`src/gyi_pkg.sv`:
```
// Shared types and constants for the gyro yaw integrator.
`default_nettype none

package gyi_pkg;

    // Configuration port widths and register indexes
    localparam int unsigned CFG_IDX_W  = 8;
    localparam int unsigned CFG_DATA_W = 24;

    localparam logic [CFG_IDX_W-1:0] CFG_STEP_TIME      = 8'd0;
    localparam logic [CFG_IDX_W-1:0] CFG_DEADBAND       = 8'd1;
    localparam logic [CFG_IDX_W-1:0] CFG_DRIFT_WINDOW   = 8'd2;
    localparam logic [CFG_IDX_W-1:0] CFG_INITIAL_OFFSET = 8'd3;

    // Register reset values
    localparam logic [15:0] STEP_TIME_RST    = 16'd5243;
    localparam logic [15:0] DEADBAND_RST     = 16'd512;
    localparam logic [15:0] DRIFT_WINDOW_RST = 16'd3840;

    // Reciprocals, 2^32 / divisor rounded down
    localparam logic [25:0] RECIP_82  = 26'd52377649;
    localparam logic [25:0] RECIP_200 = 26'd21474836;

    // Rounding offsets and divisors
    localparam logic [26:0] RATE_HALF = 27'd41;
    localparam logic [27:0] RATE_DIV  = 28'd82;
    localparam logic [16:0] OFS_HALF  = 17'd100;
    localparam logic [17:0] OFS_DIV   = 18'd200;
    localparam logic [35:0] YAW_HALF_LSB = 36'd2048;

    // Rate saturation magnitudes
    localparam logic [19:0] RATE_POS_MAX = 20'd524287;
    localparam logic [19:0] RATE_NEG_MAG = 20'd524288;

    // Yaw wrap limits, Q.16 degrees
    localparam logic signed [25:0] YAW_HALF_TURN = 26'sd11796480;
    localparam logic signed [25:0] YAW_FULL_TURN = 26'sd23592960;

    // Input request: one gyro sample
    typedef struct packed {
        logic signed [15:0] gyro_raw;
        logic               is_idle;
    } t_in_req;

    // Output request: one result
    typedef struct packed {
        logic signed [24:0] yaw_angle;
        logic signed [19:0] rate_dps;
        logic signed [23:0] offset_now;
    } t_out_req;

endpackage

`default_nettype wire

```
`src/gyro_yaw_integrator.sv`:
```
// Yaw integrator with gyro zero-offset tracking, built around one shared multiplier.
//
//   channel  | handshake                  | payload
//   ---------+----------------------------+-----------------------------------
//   in       | i_in_valid / o_in_stall    | i_in_data  (gyi_pkg::t_in_req)
//   out      | o_out_valid / i_out_stall  | o_out_data (gyi_pkg::t_out_req)
//   cfg      | i_cfg_valid / o_cfg_ready  | i_cfg_index, i_cfg_data
//
// An accepted sample runs through seven sequencer steps: one to form the
// offset-corrected difference, then multiply/correct pairs for the rate
// (divide by 16.4), the yaw step and the offset update, all on one multiplier.
// A new sample is taken only once the sequencer is back in idle, so one sample is in
// flight at a time; a full output register that is stalled holds the final step.
// Synchronous active-low reset clears yaw, offset and restores register defaults.
`default_nettype none

module gyro_yaw_integrator (
    input  wire logic                              i_clk,
    input  wire logic                              i_rst_n,
    input  wire logic                              i_in_valid,
    output logic                                   o_in_stall,
    input  wire gyi_pkg::t_in_req                  i_in_data,
    output logic                                   o_out_valid,
    input  wire logic                              i_out_stall,
    output gyi_pkg::t_out_req                      o_out_data,
    input  wire logic                              i_cfg_valid,
    output logic                                   o_cfg_ready,
    input  wire logic [gyi_pkg::CFG_IDX_W-1:0]     i_cfg_index,
    input  wire logic [gyi_pkg::CFG_DATA_W-1:0]    i_cfg_data
);

    typedef enum logic [7:0] {
        ST_IDLE     = 8'b0000_0001,
        ST_PREP     = 8'b0000_0010,
        ST_MUL_RATE = 8'b0000_0100,
        ST_RATE     = 8'b0000_1000,
        ST_MUL_YAW  = 8'b0001_0000,
        ST_YAW      = 8'b0010_0000,
        ST_MUL_OFS  = 8'b0100_0000,
        ST_OFS      = 8'b1000_0000
    } t_state;

    t_state r_state, n_state;

    // Configuration registers
    logic [15:0]        r_step_time;
    logic [15:0]        r_deadband;
    logic [15:0]        r_drift_window;

    // Block state
    logic signed [24:0] r_yaw;
    logic signed [23:0] r_offset;

    // Per-sample working registers
    gyi_pkg::t_in_req   r_in;
    logic               r_neg;
    logic               r_trk;
    logic [26:0]        r_n;
    logic [16:0]        r_n2;
    logic [19:0]        r_rmag;
    logic signed [19:0] r_rate;
    logic [52:0]        r_prod;

    // Output register
    logic               r_out_valid;
    gyi_pkg::t_out_req  r_out;

    logic               w_accept;
    logic               w_out_free;

    // Difference and deadband
    logic signed [23:0] w_sample;
    logic signed [24:0] w_diff;
    logic [24:0]        w_diff_neg;
    logic [23:0]        w_dmag;
    logic               w_zero;
    logic [26:0]        w_n;
    logic               w_trk;
    logic [16:0]        w_n2;

    // Shared multiplier
    logic [26:0]        w_mul_a;
    logic [25:0]        w_mul_b;
    logic [52:0]        w_prod;

    // Rate correction and saturation
    logic [19:0]        w_q0r;
    logic [27:0]        w_q0r_x82;
    logic [27:0]        w_rem_r;
    logic [19:0]        w_qr;
    logic [19:0]        w_rmag;

    // Yaw update
    logic [23:0]        w_delta;
    logic [35:0]        w_delta_rnd;
    logic signed [25:0] w_yaw_ext;
    logic signed [25:0] w_delta_ext;
    logic signed [25:0] w_yaw_sum;
    logic signed [25:0] w_yaw_wrap;

    // Offset update
    logic [8:0]         w_q0o;
    logic [17:0]        w_q0o_x200;
    logic [17:0]        w_rem_o;
    logic [8:0]         w_qo;
    logic signed [23:0] w_qo_ext;
    logic signed [23:0] w_offset_next;

    assign w_accept    = i_in_valid && !o_in_stall;
    assign w_out_free  = !r_out_valid || !i_out_stall;
    assign o_in_stall  = (r_state != ST_IDLE);
    assign o_out_valid = r_out_valid;
    assign o_out_data  = r_out;
    assign o_cfg_ready = 1'b1;

    // Form corrected difference, its magnitude and the tracking decision
    always_comb begin
        w_sample   = {r_in.gyro_raw, 8'h00};
        w_diff     = {w_sample[23], w_sample} - {r_offset[23], r_offset};
        w_diff_neg = -w_diff;
        w_dmag     = w_diff[24] ? w_diff_neg[23:0] : w_diff[23:0];
        w_zero     = (w_dmag < {8'h00, r_deadband});
        w_n        = w_zero ? gyi_pkg::RATE_HALF
                            : ({3'b000, w_dmag} << 2) + {3'b000, w_dmag} + gyi_pkg::RATE_HALF;
        w_trk      = r_in.is_idle && (w_dmag < {8'h00, r_drift_window});
        w_n2       = {1'b0, w_dmag[15:0]} + gyi_pkg::OFS_HALF;
    end

    // Select multiplier operands per step
    always_comb begin
        w_mul_a = r_n;
        w_mul_b = gyi_pkg::RECIP_82;
        unique case (r_state)
            ST_MUL_YAW: begin
                w_mul_a = {7'd0, r_rmag};
                w_mul_b = {10'd0, r_step_time};
            end
            ST_MUL_OFS: begin
                w_mul_a = {10'd0, r_n2};
                w_mul_b = gyi_pkg::RECIP_200;
            end
            default: begin
                w_mul_a = r_n;
                w_mul_b = gyi_pkg::RECIP_82;
            end
        endcase
        w_prod = 53'(w_mul_a) * 53'(w_mul_b);
    end

    // Correct rate quotient by one, then saturate
    always_comb begin
        w_q0r     = r_prod[51:32];
        w_q0r_x82 = ({8'h00, w_q0r} << 6) + ({8'h00, w_q0r} << 4) + ({8'h00, w_q0r} << 1);
        w_rem_r   = {1'b0, r_n} - w_q0r_x82;
        w_qr      = w_q0r + {19'd0, (w_rem_r >= gyi_pkg::RATE_DIV)};
        if (r_neg) begin
            w_rmag = (w_qr > gyi_pkg::RATE_NEG_MAG) ? gyi_pkg::RATE_NEG_MAG : w_qr;
        end else begin
            w_rmag = (w_qr > gyi_pkg::RATE_POS_MAX) ? gyi_pkg::RATE_POS_MAX : w_qr;
        end
    end

    // Round yaw step, accumulate and wrap once
    always_comb begin
        w_delta_rnd = r_prod[35:0] + gyi_pkg::YAW_HALF_LSB;
        w_delta     = w_delta_rnd[35:12];
        w_yaw_ext   = {r_yaw[24], r_yaw};
        w_delta_ext = {2'b00, w_delta};
        w_yaw_sum   = r_neg ? (w_yaw_ext - w_delta_ext) : (w_yaw_ext + w_delta_ext);
        if (w_yaw_sum > gyi_pkg::YAW_HALF_TURN) begin
            w_yaw_wrap = w_yaw_sum - gyi_pkg::YAW_FULL_TURN;
        end else if (w_yaw_sum < -gyi_pkg::YAW_HALF_TURN) begin
            w_yaw_wrap = w_yaw_sum + gyi_pkg::YAW_FULL_TURN;
        end else begin
            w_yaw_wrap = w_yaw_sum;
        end
    end

    // Correct offset step quotient and move the offset toward the sample
    always_comb begin
        w_q0o      = r_prod[40:32];
        w_q0o_x200 = ({9'd0, w_q0o} << 7) + ({9'd0, w_q0o} << 6) + ({9'd0, w_q0o} << 3);
        w_rem_o    = {1'b0, r_n2} - w_q0o_x200;
        w_qo       = w_q0o + {8'd0, (w_rem_o >= gyi_pkg::OFS_DIV)};
        w_qo_ext   = {15'd0, w_qo};
        if (!r_trk) begin
            w_offset_next = r_offset;
        end else if (r_neg) begin
            w_offset_next = r_offset - w_qo_ext;
        end else begin
            w_offset_next = r_offset + w_qo_ext;
        end
    end

    // Advance the sequencer
    always_comb begin
        n_state = r_state;
        unique case (r_state)
            ST_IDLE:     if (w_accept) n_state = ST_PREP;
            ST_PREP:     n_state = ST_MUL_RATE;
            ST_MUL_RATE: n_state = ST_RATE;
            ST_RATE:     n_state = ST_MUL_YAW;
            ST_MUL_YAW:  n_state = ST_YAW;
            ST_YAW:      n_state = ST_MUL_OFS;
            ST_MUL_OFS:  n_state = ST_OFS;
            ST_OFS:      if (w_out_free) n_state = ST_IDLE;
            default:     n_state = ST_IDLE;
        endcase
    end

    // Control, configuration and block state
    always_ff @(posedge i_clk) begin
        if (!i_rst_n) begin
            r_state        <= ST_IDLE;
            r_out_valid    <= 1'b0;
            r_step_time    <= gyi_pkg::STEP_TIME_RST;
            r_deadband     <= gyi_pkg::DEADBAND_RST;
            r_drift_window <= gyi_pkg::DRIFT_WINDOW_RST;
            r_yaw          <= '0;
            r_offset       <= '0;
        end else begin
            r_state <= n_state;

            // Drop the result once taken, load a new one when finished
            if (r_state == ST_OFS && w_out_free) begin
                r_out_valid <= 1'b1;
            end else if (!i_out_stall) begin
                r_out_valid <= 1'b0;
            end

            if (r_state == ST_YAW) begin
                r_yaw <= w_yaw_wrap[24:0];
            end

            if (r_state == ST_OFS && w_out_free) begin
                r_offset <= w_offset_next;
            end

            // Take configuration writes
            if (i_cfg_valid) begin
                unique case (i_cfg_index)
                    gyi_pkg::CFG_STEP_TIME:      r_step_time    <= i_cfg_data[15:0];
                    gyi_pkg::CFG_DEADBAND:       r_deadband     <= i_cfg_data[15:0];
                    gyi_pkg::CFG_DRIFT_WINDOW:   r_drift_window <= i_cfg_data[15:0];
                    gyi_pkg::CFG_INITIAL_OFFSET: r_offset       <= i_cfg_data;
                    default: ;
                endcase
            end
        end
    end

    // Working registers and result payload
    always_ff @(posedge i_clk) begin
        if (w_accept) begin
            r_in <= i_in_data;
        end
        if (r_state == ST_PREP) begin
            r_neg <= w_diff[24];
            r_trk <= w_trk;
            r_n   <= w_n;
            r_n2  <= w_n2;
        end
        if (r_state == ST_MUL_RATE || r_state == ST_MUL_YAW || r_state == ST_MUL_OFS) begin
            r_prod <= w_prod;
        end
        if (r_state == ST_RATE) begin
            r_rmag <= w_rmag;
            r_rate <= r_neg ? -w_rmag : w_rmag;
        end
        if (r_state == ST_OFS && w_out_free) begin
            r_out.yaw_angle  <= r_yaw;
            r_out.rate_dps   <= r_rate;
            r_out.offset_now <= w_offset_next;
        end
    end

endmodule

`default_nettype wire

```
`config.mk`:
```
export PLATFORM = sky130hd
export DESIGN_NAME = gyro_yaw_integrator
export DESIGN_NICKNAME = d
export VERILOG_FILES = /design/src/gyi_pkg.sv /design/src/gyro_yaw_integrator.sv
export SDC_FILE = /design/constraint.sdc
export NUM_CORES = 2
export LEC_CHECK = 0
export BUFFER_PORTS_ARGS = -buffer_cell sky130_fd_sc_hd__buf_2
export CAP_MARGIN = 10
export CORE_ASPECT_RATIO = 2
export CORE_MARGIN = 2
export CORE_UTILIZATION = 53
export DETAILED_ROUTE_END_ITERATION = 16
export MAX_ROUTING_LAYER = met4
export PLACE_DENSITY = 0.81
export SYNTH_ARGS = -nofsm -noshare
export SYNTH_HDL_FRONTEND = slang
export SYNTH_SLANG_ARGS = --single-unit
export TNS_END_PERCENT = 5
```
`constraint.sdc`:
```
create_clock -name i_clk -period 25.2 [get_ports i_clk]
set_input_delay 3.78 -clock i_clk [delete_from_list [all_inputs] [get_ports i_clk]]
set_output_delay 3.78 -clock i_clk [all_outputs]
set_load 0.005 [all_outputs]
```
# Yosys cells after proc, flatten, opt, wreduce, memory -nomap -nowiden
# Cells that the tools add are included.
[totals]
out_inout_bits = 72
regBits = 330
wordCells = 98
in_bits = 54
[op_classes]
multipliers = 1
add_sub_neg = 21
n_eq_ne = 15
n_reduce_logical = 14
n_lt_le_gt_ge = 8
mux = 20
[ops]
columns = ["operator", "count"]
rows = [
  ["2-to-1 mux 24 bit", 6],
  ["2-to-1 mux 20 bit", 4],
  ["case mux 8 bit (8 select lines)", 1],
  ["adder 26 x 24 -> 27 bit", 2],
  ["case mux 27 bit (2 select lines)", 1],
  ["multiplier 27 x 26 -> 52 bit", 1],
  ["case mux 26 bit (2 select lines)", 1],
  ["2-to-1 mux 25 bit", 2],
  ["< comparator 24 x 16 -> 1 bit", 2],
  ["adder 36 x 12 -> 36 bit, second input constant", 1],
  ["adder 27 x 21 -> 28 bit", 1],
  ["greater-or-equal comparator 28 x 7 -> 1 bit, second input constant", 1],
  ["subtractor 27 x 28 -> 28 bit", 1],
  ["adder 27 x 6 -> 27 bit, second input constant", 1],
  ["adder 25 x 25 -> 26 bit", 1],
  ["> comparator 26 x 25 -> 1 bit, second input constant", 1],
  ["< comparator 26 x 25 -> 1 bit, second input constant", 1],
  ["2-to-1 mux 26 bit", 1],
  ["subtractor 25 x 25 -> 26 bit", 1],
  ["adder 25 bit, second input constant", 1],
  ["subtractor 24 x 24 -> 25 bit", 1],
  ["subtractor 25 bit, second input constant", 1],
  ["adder 24 x 10 -> 24 bit", 1],
  ["== test 8 x 2 -> 1 bit, second input constant", 3],
  ["29 further kinds", 42],
]

# Depth between registers and ports, before layout
[logic_depth]
ltp_word = 11
depth_mapped = 37
depth_no_buf = 37

# Worst setup path before layout
# OpenSTA, ideal clock, no wires.
[synth_timing]
path_kind = "reg2reg"
startpoint = "register r_state[1]"
endpoint = "register r_prod[42] (data pin)"
n_path_buf = 4
setup_ns = 0.258
path_stages_with_launch = 33
t_arrival_ns = 8.990
period_less_slack_ns = 9.248
path_slack_ns = 15.952
path_cell_list = "dfxtp_1 -> nor4_1 -> and3_1 -> clkbuf_1 -> clkbuf_1 -> buf_1 -> nand2_1 -> nand2_1 -> clkbuf_1 -> nand2_1 -> fa_1 -> inv_1 -> fa_1 -> fa_1 -> fa_1 -> fa_1 -> inv_1 -> fa_1 -> inv_1 -> fa_1 -> ha_1 -> and3_1 -> and3_1 -> nand4_1 -> or4_1 -> a31oi_1 -> a41o_1 -> o41ai_1 -> o311ai_0 -> a41o_1 -> a21o_1 -> a21oi_1 -> xnor2_1"
[synth_between]
elab_chain_cells = 3
[synth_rtl]
columns = ["item", "line_no", "source"]
rows = [
  ["from (decl)", "gyro_yaw_integrator.sv:43", "t_state r_state, n_state;"],
  ["from (signal assigned)", "gyro_yaw_integrator.sv:222", "r_state <= n_state;"],
  ["== test 8 x 7 -> 1 bit / == test 8 x 5 -> 1 bit (equally long branches)", "gyro_yaw_integrator.sv:133", "unique case (r_state)"],
  ["case mux 27 bit (2 select lines) / case mux 26 bit (2 select lines) (equally long branches)", "gyro_yaw_integrator.sv:133", ""],
  ["multiplier 27 x 26 -> 52 bit *", "gyro_yaw_integrator.sv:147", "w_prod = 53'(w_mul_a) * 53'(w_mul_b);"],
  ["net w_prod[42]", "gyro_yaw_integrator.sv:84", "logic [52:0] w_prod;"],
  ["to (signal assigned)", "gyro_yaw_integrator.sv:264", "r_prod <= w_prod;"],
  ["to (decl)", "gyro_yaw_integrator.sv:62", "logic [52:0] r_prod;"],
]
# Mark *: on every way through the listed nets, which the timed path passes. The rest lies on a longest branch.
# A chain may end at the register's enable or synchronous reset.

# Final worst setup path
# Ends and elaborated chain as after synthesis.

==> results.md <==
* Post-synth EDFFs at 212
* Worst Path Arrival at 11.45 ns
* Clock buffer depth at 3
* Mapped cell area at 0.0444 mm^2
* Compound-cell area share of the yosys netlist at 11.4%
* Hold Fails Final Rpt at 0
* Site Rows at 150
* Total track usage at 35.7%
* Drt wl/cell at 24.2 um
* YS warnings at 0
* Ant. Diodes at 0
* Buffer type at the clock tree root: clkbuf_16
* Seq/Total Area, Yosys at 19.1%
* Prevailing post-synth register cell: edfxtp_1
* Largest family of logic cells by synthesized area: adder cells
* Mux contribution to synthesized area at 1.50%
* Setup Buffers After CTS at 0
* Initial antenna violation count at 0
* Most used cell, CP: fa_1
* # setup viols final at 0
* Synth cell count leaders: 867 x inv_1, 592 x fa_1, 492 x nand2_1, 447 x ha_1, 414 x nor2_1
* Required time of the critical path at 25.52 ns
* Post-Synth XOR/XNOR Area at 4.89%
* Crit path max fanout at 80
* Largest area contributor in the netlist: fa_1
* Actual slew at the worst max-slew pin at 1.05 ns
* Core Box Area at 0.0833 mm^2
* Overflow after GRT at 0
* Top post-synthesis cells by area: fa_1 27%, edfxtp_1 14%, ha_1 13%
* RSZ-0062 raised after global routing: no
* Routability congestion estimate at 1.10
* Post-CTS Hold Fix Bufs at 0
* Total CTS buffers at 35
* Critical path endpoint category: flip-flop
* Slowest CP cell: a211oi_1
* Die Span Y at 413 um
* Worst hold path class: flip-flop to flip-flop
* DRC Markers at 0
* Crit share post-route at 44.2%
* Starting Density at 53.3%
* Worst slew margin at 28.5%
* WL final at 148000 um
* P&R area growth vs syn at 7.18%
* WHS Path Cells at 0
* Max-cap viol count at 0
* Dpl ws at 14.22 ns
* I/O Buffers at 124
* Startpoint types: flip-flop
* Pre-Repair DR Iteration Count at 6
* Vias in the first global route at 38.4k
* Sink Count at 318
* Initial DRC Count at 2714
* Number of vias in the routed layout at 36.4k
* Critical Setup Path Class: flip-flop to flip-flop
* Simple-gate area share of the yosys netlist at 15.1%
* Share of cells above drive strength 1 at 6.30%
* Syn_area_per_cell at 9.07 um^2
* Status: complete, no violations
* Setup TNS at 0 ns
* Via-to-Cell Ratio at 5.94
* I/O pin count at 126
* Most common cell in the netlist: inv_1
* Worst-skew pair later-pin latency at 0.57 ns
* Hpwl dp at 124000 um
* Worst reg2reg path depth at 28
* Adder-cell area share of the yosys netlist at 39.3%
* Ys async rst share at 0%
* # resized after CTS at 0
* Post-synthesis cell type count at 91
* Final ANT Viol Nets at 0
* Clk_skew at 0.0228 ns
* Critical Path Max Stage Delay at 0.87 ns
* CTS tree: done
* Min cycle time layout at 11.13 ns
* Clock slew at reported path FFs at 0.06 ns
* Setup ws final at 14.07 ns
* Pins Over Slew Limit at 0
* Final net count at 6117
* Synthesized flop and latch total at 318
* Die area at 0.0863 mm^2
* Die X at 209 um
* First-pass GRT wire length at 221000 um
* H-tree levels at 2
* Largest net degree at the start of global routing at 81
* Cells after synthesis at 4894
* F_max at 0.0898 GHz
* Yosys top cell area share at 26.7%
==> final timing paths <==
kind | from | endpoint | slack, ns
setup / recovery | r_state[1] | r_prod[42] | 14.07
hold / removal | r_rate[6] | o_out_data[30] | 0.42
setup reg to reg | r_state[1] | r_prod[42] | 14.07
hold reg to reg | r_rate[6] | o_out_data[30] | 0.42
==> metrics by stage <==
step	utilization [%]	cell area (um^2)	hold slack, ns	cells
finish	57.1	47600	0.417	6115
CTS	57.1	47600	0.424	6115
detailed placement	55.7	46400	0.405	6051
global placement	55.7	46400	0.403	6050
floorplan	-	44700	0.400	4973
global route	57.1	47600	0.427	6115
==> cell families after synthesis <==
group	count (synthesis)
AND/OR/NAND/NOR	1436
adder cells (fa/ha/maj)	1039
buffers and inverters	1027
AO/OA/AOI/OAI	759
flip-flops	318
XOR/XNOR	248
multiplexers	65
other	2
==> cell type report <==
type,instances,area (um^2)
clock buffers,44,993
clock inverters,20,199
fillers,7343,35700
inverters,870,3270
multi-input cells,3628,32300
flip-flops and latches,318,8490
well taps,1064,1330
repair buffers,171,971
==> critical path, delay by kind of cell (launching register included) <==
kind                       cells  cell delay (ns)
AOI/OAI and AO/OA              8             3.15
xor gates and xnor gates       1             0.14
adders and majority gates      8             4.03
buffers and inverters          3             0.78
DFF                            1             0.34
and+or+nand+nor                8             2.36
==> sequential cells by signal, indices dropped and copies added, names as in the netlist <==
register	cells
o_out_data	69
r_prod	41
r_n	27
r_yaw	25
r_offset	24
r_rmag	20
r_rate	19
r_in	17
r_n2	17
r_deadband	16
r_drift_window	16
r_step_time	16
r_state	8
o_out_valid	1
r_neg	1
r_trk	1
==> cells in the final DEF (no fill, tap or decap), types with 49 or more instances in the layout <==
cell / count
xor2_1: 79
a21oi_1: 199
xnor2_1: 169
nor2_1: 411
o21ai_0: 130
nand3_1: 86
ha_1: 447
nand2_1: 492
edfxtp_1: 212
fa_1: 592
mux2i_1: 54
dfxtp_1: 106
and2_1: 51
conb_1: 81
inv_1: 866
nand2b_1: 49
nor3_1: 91
buf_2: 125
a21o_1: 96
==> metal layers <==
metal | part of all wire [%] | up-vias | global-route usage [%] | routed length, um
met4 | 11 | 0 | 32.5 | 16600
li1 | - | 16200 | - | -
met3 | 5.5 | 692 | 4.44 | 8150
met2 | 53 | 1568 | 65.0 | 78000
met1 | 31 | 17900 | 32.2 | 45400
met5 | 0 | - | - | 0
Power is not shown: default switching activity piles up to over one toggle a cycle in this logic, so the estimate is an artifact.
